File: src/hw/rtl/fpfa_pkg.sv
// Shared types and codes of the fixed-partition fit allocator.
package fpfa_pkg;

  // Command codes
  localparam logic [1:0] CMD_LOAD  = 2'd0;
  localparam logic [1:0] CMD_ALLOC = 2'd1;
  localparam logic [1:0] CMD_CLEAR = 2'd2;

  // Fit policies; the unused code behaves as first fit
  localparam logic [1:0] FIT_FIRST = 2'd0;
  localparam logic [1:0] FIT_BEST  = 2'd1;
  localparam logic [1:0] FIT_WORST = 2'd2;

  // Register map (word index taken from paddr[2])
  localparam int         APB_ADDR_W      = 3;
  localparam logic       REG_FIT_MODE    = 1'b0;
  localparam logic       REG_BLOCK_COUNT = 1'b1;

  typedef struct packed {
    logic [1:0]  cmd;
    logic [3:0]  block_index;
    logic [15:0] size_value;
  } req_t;

  typedef struct packed {
    logic        granted;
    logic [3:0]  partition_number;
    logic [15:0] leftover;
  } rsp_t;

  // Settings and broadcast controls seen by every cell
  typedef struct packed {
    logic [1:0] fit_mode;
    logic [4:0] block_count;
    logic       clear;
  } cell_ctl_t;

endpackage

File: src/hw/rtl/fpfa_cell.sv
// One partition cell: holds a size and occupancy mark, updates the passing scan token.
module fpfa_cell #(
  parameter int CELL_INDEX = 0,
  parameter int SIZE_WIDTH = 16,
  parameter int IDX_WIDTH  = 4
) (
  input  logic                  clk,
  input  logic                  rst,
  input  fpfa_pkg::cell_ctl_t   ctl,
  input  logic                  load_en,
  input  logic [SIZE_WIDTH-1:0] load_size,
  input  logic                  set_occ,
  input  logic                  tin_valid,
  input  logic                  tin_found,
  input  logic [IDX_WIDTH-1:0]  tin_pick,
  input  logic [SIZE_WIDTH-1:0] tin_req,
  input  logic [SIZE_WIDTH-1:0] tin_best,
  output logic                  tout_valid,
  output logic                  tout_found,
  output logic [IDX_WIDTH-1:0]  tout_pick,
  output logic [SIZE_WIDTH-1:0] tout_req,
  output logic [SIZE_WIDTH-1:0] tout_best
);
  import fpfa_pkg::*;

  logic [SIZE_WIDTH-1:0] size_q;
  logic                  occ;
  logic                  in_range;
  logic                  fits;
  logic                  take;

  // Partition size, written by load
  always_ff @(posedge clk) begin
    if (load_en) begin
      size_q <= load_size;
    end
  end

  // Occupancy mark
  always_ff @(posedge clk) begin
    if (rst) begin
      occ <= 1'b0;
    end else if (ctl.clear) begin
      occ <= 1'b0;
    end else if (set_occ) begin
      occ <= 1'b1;
    end
  end

  // Candidate test and policy compare
  always_comb begin
    in_range = {27'b0, ctl.block_count} > 32'(CELL_INDEX);
    fits     = tin_valid && in_range && !occ && (size_q >= tin_req);
    take     = 1'b0;
    if (!tin_found) begin
      take = fits;
    end else begin
      case (ctl.fit_mode)
        FIT_BEST:  take = fits && (size_q < tin_best);
        FIT_WORST: take = fits && (size_q > tin_best);
        default:   take = 1'b0;
      endcase
    end
  end

  // Token hand-off to the next cell
  always_ff @(posedge clk) begin
    if (rst) begin
      tout_valid <= 1'b0;
    end else begin
      tout_valid <= tin_valid;
    end
  end

  always_ff @(posedge clk) begin
    tout_req   <= tin_req;
    tout_found <= tin_found | take;
    tout_pick  <= take ? IDX_WIDTH'(CELL_INDEX) : tin_pick;
    tout_best  <= take ? size_q : tin_best;
  end

endmodule

File: src/hw/rtl/fixed_partition_fit_allocator.sv
// Top level of the fixed-partition fit allocator: cell chain, result stage, APB registers.
//
//   channel  | direction | handshake              | payload
//   req      | in        | req_valid / req_ready  | fpfa_pkg::req_t (cmd, index, size)
//   rsp      | out       | rsp_valid / rsp_ready  | fpfa_pkg::rsp_t (grant, number, leftover)
//   apb      | in        | psel, penable, pready  | paddr, pwdata, prdata
//
// Load and clear requests do not close the request channel. An allocate request walks
// the row of NUM_PARTITIONS cells, one cell per cycle; the next request can enter once
// its result reaches the output register.
// The chosen partition is marked at the same edge that registers the result.
// Reset frees all partitions and zeroes both registers at once; sizes stay unset.
// A stalled result waits in a hold register; no new request enters until it moves out.
module fixed_partition_fit_allocator #(
  parameter int NUM_PARTITIONS = 16,
  parameter int SIZE_WIDTH     = 16
) (
  input  logic                                clk,
  input  logic                                rst,
  input  logic                                req_valid,
  output logic                                req_ready,
  input  fpfa_pkg::req_t                      req,
  output logic                                rsp_valid,
  input  logic                                rsp_ready,
  output fpfa_pkg::rsp_t                      rsp,
  input  logic                                psel,
  input  logic                                penable,
  input  logic                                pwrite,
  input  logic [fpfa_pkg::APB_ADDR_W-1:0]     paddr,
  input  logic [31:0]                         pwdata,
  output logic [31:0]                         prdata,
  output logic                                pready
);
  import fpfa_pkg::*;

  localparam int IW = (NUM_PARTITIONS > 1) ? $clog2(NUM_PARTITIONS) : 1;

  logic [1:0]            fit_mode;
  logic [4:0]            block_count;
  logic                  busy;
  logic                  accept;
  cell_ctl_t             ctl;

  logic                  tok_valid [0:NUM_PARTITIONS];
  logic                  tok_found [0:NUM_PARTITIONS];
  logic [IW-1:0]         tok_pick  [0:NUM_PARTITIONS];
  logic [SIZE_WIDTH-1:0] tok_req   [0:NUM_PARTITIONS];
  logic [SIZE_WIDTH-1:0] tok_best  [0:NUM_PARTITIONS];

  logic                  hold_valid;
  rsp_t                  hold;
  rsp_t                  tail_rsp;
  logic                  rsp_free;

  // APB register port
  assign pready = 1'b1;

  always_ff @(posedge clk) begin
    if (rst) begin
      fit_mode    <= FIT_FIRST;
      block_count <= 5'd0;
    end else if (psel && penable && pwrite) begin
      unique case (paddr[2])
        REG_FIT_MODE:    fit_mode    <= pwdata[1:0];
        REG_BLOCK_COUNT: block_count <= pwdata[4:0];
        default: ;
      endcase
    end
  end

  always_comb begin
    unique case (paddr[2])
      REG_FIT_MODE:    prdata = {30'b0, fit_mode};
      REG_BLOCK_COUNT: prdata = {27'b0, block_count};
      default:         prdata = 32'b0;
    endcase
  end

  // Request intake
  assign req_ready = !busy;
  assign accept    = req_valid && req_ready;

  assign ctl.fit_mode    = fit_mode;
  assign ctl.block_count = block_count;
  assign ctl.clear       = accept && (req.cmd == CMD_CLEAR);

  assign tok_valid[0] = accept && (req.cmd == CMD_ALLOC);
  assign tok_found[0] = 1'b0;
  assign tok_pick[0]  = '0;
  assign tok_req[0]   = SIZE_WIDTH'(req.size_value);
  assign tok_best[0]  = '0;

  // Row of partition cells
  for (genvar i = 0; i < NUM_PARTITIONS; i++) begin : g_cell
    logic load_en;
    logic set_occ;

    assign load_en = accept && (req.cmd == CMD_LOAD) &&
                     ({28'b0, req.block_index} == 32'(i));
    assign set_occ = tok_valid[NUM_PARTITIONS] && tok_found[NUM_PARTITIONS] &&
                     (tok_pick[NUM_PARTITIONS] == IW'(i));

    fpfa_cell #(
      .CELL_INDEX (i),
      .SIZE_WIDTH (SIZE_WIDTH),
      .IDX_WIDTH  (IW)
    ) u_cell (
      .clk        (clk),
      .rst        (rst),
      .ctl        (ctl),
      .load_en    (load_en),
      .load_size  (SIZE_WIDTH'(req.size_value)),
      .set_occ    (set_occ),
      .tin_valid  (tok_valid[i]),
      .tin_found  (tok_found[i]),
      .tin_pick   (tok_pick[i]),
      .tin_req    (tok_req[i]),
      .tin_best   (tok_best[i]),
      .tout_valid (tok_valid[i+1]),
      .tout_found (tok_found[i+1]),
      .tout_pick  (tok_pick[i+1]),
      .tout_req   (tok_req[i+1]),
      .tout_best  (tok_best[i+1])
    );
  end

  // Result formed from the token leaving the last cell
  always_comb begin
    tail_rsp = '0;
    if (tok_found[NUM_PARTITIONS]) begin
      tail_rsp.granted          = 1'b1;
      tail_rsp.partition_number = 4'(tok_pick[NUM_PARTITIONS]);
      tail_rsp.leftover         = 16'(tok_best[NUM_PARTITIONS] - tok_req[NUM_PARTITIONS]);
    end
  end

  assign rsp_free = !rsp_valid || rsp_ready;

  // Output register with a hold slot behind it
  always_ff @(posedge clk) begin
    if (rst) begin
      rsp_valid  <= 1'b0;
      hold_valid <= 1'b0;
      busy       <= 1'b0;
    end else begin
      if (hold_valid && rsp_free) begin
        rsp_valid  <= 1'b1;
        hold_valid <= 1'b0;
        busy       <= 1'b0;
      end else if (tok_valid[NUM_PARTITIONS]) begin
        if (rsp_free) begin
          rsp_valid <= 1'b1;
          busy      <= 1'b0;
        end else begin
          hold_valid <= 1'b1;
        end
      end else begin
        if (rsp_free) begin
          rsp_valid <= 1'b0;
        end
        if (tok_valid[0]) begin
          busy <= 1'b1;
        end
      end
    end
  end

  always_ff @(posedge clk) begin
    if (hold_valid && rsp_free) begin
      rsp <= hold;
    end else if (tok_valid[NUM_PARTITIONS] && rsp_free) begin
      rsp <= tail_rsp;
    end
    if (tok_valid[NUM_PARTITIONS] && !rsp_free) begin
      hold <= tail_rsp;
    end
  end

endmodule

File: config.mk
export PLATFORM = sky130hd
export DESIGN_NAME = fixed_partition_fit_allocator
export DESIGN_NICKNAME = d
export VERILOG_FILES = /design/src/hw/rtl/fpfa_pkg.sv /design/src/hw/rtl/fpfa_cell.sv /design/src/hw/rtl/fixed_partition_fit_allocator.sv
export SDC_FILE = /design/constraint.sdc
export NUM_CORES = 2
export LEC_CHECK = 0
export BUFFER_PORTS_ARGS = -buffer_cell sky130_fd_sc_hd__buf_2
export CAP_MARGIN = 20
export CORE_MARGIN = 1
export CORE_UTILIZATION = 45
export DETAILED_ROUTE_END_ITERATION = 6
export PLACE_DENSITY = 0.72
export SETUP_SLACK_MARGIN = 0.3
export SLEW_MARGIN = 0
export SYNTH_ARGS = -nofsm -noshare
export SYNTH_HDL_FRONTEND = slang
export SYNTH_HIERARCHICAL = 1
export SYNTH_SLANG_ARGS = --single-unit
File: constraint.sdc
create_clock -name clk -period 3 [get_ports clk]
set_input_delay 0.15 -clock clk [delete_from_list [all_inputs] [get_ports clk]]
set_output_delay 0.15 -clock clk [all_outputs]
set_load 0.02 [all_outputs]
==> run metrics <==
synth unique cells=103; vias in the first global route=29.0k; pwr dens=565 mW/mm^2; total CTS buffers=92; clk_lat worst skew=650 ps; ys flop type=dfxtp_1; Final Net Count=around 4.8k; Initial Utilization=45.4%; FF+latch count, synth=932; Largest stage delay, worst path=600 ps; grt ovf=0; mux cell area share after synthesis=under 10%; fin crit share=a little over nine tenths; Total Routing Usage GR=between 20% and 30%; leading cell type in the layout, fill and taps excluded=dfxtp_1; combinational cell fraction of total power=9.7%; Netlist Area Pre-Place=roughly 0.043 sq mm; Worst EP required=roughly 3500 ps; crit path kind=flip-flop to flip-flop; share of cells above drive strength 1=a little under a fifth; TritonRoute pass-1 iters=6; Buf+Inv Stages, Crit Path=1; Port Buffers=62; first-pass GRT wire length=about 160000 um; Worst Setup End Kind=flip-flop; row count=113; top post-synthesis cells by area=dfxtp_1, edfxtp_1, ha_1; Worst path slowest cell=or4_4; Max Cap Viol=0; via count=29.8k; # DRC=0; hpwl dp=74800 um; adder-cell share of the synthesized area=15.8%; clock power share=41.6%; Mean Syn Cell Area=11.2 sq um; post-synthesis cell count=roughly 3.8k; setup TNS=0 ps; Worst slew margin=34.3%; simple-gate portion of the synthesized area=10.4%; drt initial violations=between 2k and 2.5k; ANT nets after route=0; Post-synth EDFFs=298; Fmax=354 MHz; initial antenna violation count=7; Ys Warns=6; Internal=21900 uW; Clock Skew=30.3 ps; Seq/Total Area, Yosys=50.2%; most frequent cells in the layout=dfxtp_1, inv_1, ha_1; Pleak=0.0228 uW; crit path max fanout=7; Tmin final=2830 ps; H-tree depth=3; Synth top area share=29.5%; Core Region=0.0949 sq mm; WL per Instance=19.6 um; Sequential Power Share=48.7%; num ports=120; Die Y=between 300 and 400 um; Synth Area in Compound Gates=10.6%; RSZ-0062 raised after global routing=true; Fillers=7649; Hold Fails Final Rpt=0; Worst-path clk slew=70 ps; Final GP Congestion=approximately 0.89; critical-path cell list=ha_4 -> nand4_1 -> or4_4 -> a21o_1 -> and4_4 -> o211ai_4 -> clkbuf_16 -> mux2_4; Worst path top cell family by delay=simple AND/OR/NAND/NOR gates; CP arrival=3360 ps; Die X=311 um; CTS tree=built; Area Growth Syn to Fin=18.5%; xor and xnor area share after synthesis=0.224%; status=finished, final reports clean; Clock Tree Root=clkbuf_16; switching portion of total power=24.1%; Synth async-reset ratio=0%; Slew @ Worst Pin=986 ps; Hold/Removal Path Class=input port to flip-flop; area of the die=0.0970 sq mm; peak supply drop=0.000470 V; clk buf depth=3; pin count of the biggest net entering global routing=43; final setup violating endpoints=0; Final Slew Violations=0; CTS Sinks=932; P_sw=6960 uW; Setup crit start kind=flip-flop; Vias/cell=5.40; post-synth top area cell=dfxtp_1; final WL=108000 um; largest family of logic cells by synthesized area=adder cells; worst hold slack=47.5 ps; r2r setup slk=170 ps
==> what timing repair did <==
action / CTS / global route
setup endpoints to repair: 176 / 274
gates cloned: 8 / 12
hold endpoints to repair: 27 / 0
pin swaps: 28 / 63
resized for setup: 46 / 230
setup buffers: 26 / 43
hold buffers: 26 / 0
==> worst reg2reg max path: stages (launching register included) <==
cell and delay [ps]:
edfxtp_1 450, ha_4 310, nand4_1 200, or4_4 600, a21o_1 210, and4_4 160
o211ai_4 270, clkbuf_16 230, mux2_4 290
==> sequential cells by signal, indices dropped and copies added, names as in the netlist, 2 cells and up <==
| register | flops |
|---|---|
| block_count | 5 |
| fit_mode | 2 |
| g_cell.u_cell/occ | 16 |
| g_cell.u_cell/size_q | 256 |
| g_cell.u_cell/tout_best | 256 |
| g_cell.u_cell/tout_found | 16 |
| g_cell.u_cell/tout_pick | 64 |
| g_cell.u_cell/tout_req | 256 |
| g_cell.u_cell/tout_valid | 16 |
| hold | 21 |
| rsp | 21 |
==> power groups by stage <==
stage	combinational, uW	sequential (uW)	clock [uW]
floorplan	1830	14100	0
global placement	2340	14300	0
detailed placement	2440	14300	0
CTS	2550	14000	12200
global route	3110	14100	12700
finish	2790	14000	12000
==> path summary, 6_finish.rpt <==
check / startpoint / end / depth (start not counted)
setup / recovery: g_cell[3].u_cell/size_q[13] / g_cell[3].u_cell/tout_best[5] / 8
hold / removal: rst / block_count[4] / 2
setup reg to reg: g_cell[3].u_cell/size_q[13] / g_cell[3].u_cell/tout_best[5] / 8
hold reg to reg: g_cell[3].u_cell/tout_req[13] / g_cell[4].u_cell/tout_req[13] / 0
==> per-stage QoR <==
| step | cells | util, % | power [uW] | setup WS, ps | instance area [sq um] |
|---|---|---|---|---|---|
| after global routing | 5507 | 53.8 | 29900 | 127 | 51000 |
| after detailed placement | 5219 | 47.8 | 16700 | -7.88 | 45300 |
| after CTS | 5452 | 52.1 | 28700 | 251 | 49400 |
| final | 5509 | 53.8 | 28800 | 175 | 51000 |
| after global placement | 5219 | 47.8 | 16600 | 111 | 45300 |
| after floorplan | 3916 | - | 15900 | 398 | 43400 |
==> routing by layer <==
metal | vias to the layer above | track usage, % | wire, um
met5 | - | 0 | 0
met3 | 206 | 2.99 | 6470
met4 | 0 | 5.14 | 2970
li1 | 14200 | - | -
met1 | 14500 | 27.5 | 45800
met2 | 887 | 36.6 | 52600
==> cell type report <==
type                    count  area, sq um  area share, %
clock inverters            45          487          0.953
clock buffers             128         2720           5.33
well taps                1265         1580           3.10
multi-input cells        2326        20400           39.9
repair buffers            255         2170           4.25
flip-flops and latches    932        21600           42.4
inverters                 556         2090           4.09
diodes                      2         5.00        0.00980
==> cells by family after synthesis <==
kind of cell / Yosys count
AOI/OAI and AO/OA: 654
xor gates and xnor gates: 11
adders and majority gates: 545
buffers and inverters: 666
DFF: 932
muxes: 213
other: 2
and+or+nand+nor: 813
==> cells in the mapped netlist (51+ instances only) <==
| library cell | n |
|---|---|
| nand4_1 | 125 |
| o211ai_2 | 51 |
| inv_1 | 556 |
| nand3_1 | 87 |
| mux2_1 | 115 |
| mux2_4 | 64 |
| dfxtp_1 | 634 |
| nor3_1 | 77 |
| nor2_1 | 113 |
| nand2_1 | 169 |
| o21ai_0 | 132 |
| a21oi_1 | 198 |
| nor2b_1 | 54 |
| ha_1 | 544 |
| edfxtp_1 | 298 |
Note: power is estimated with default switching activity, not from simulation.
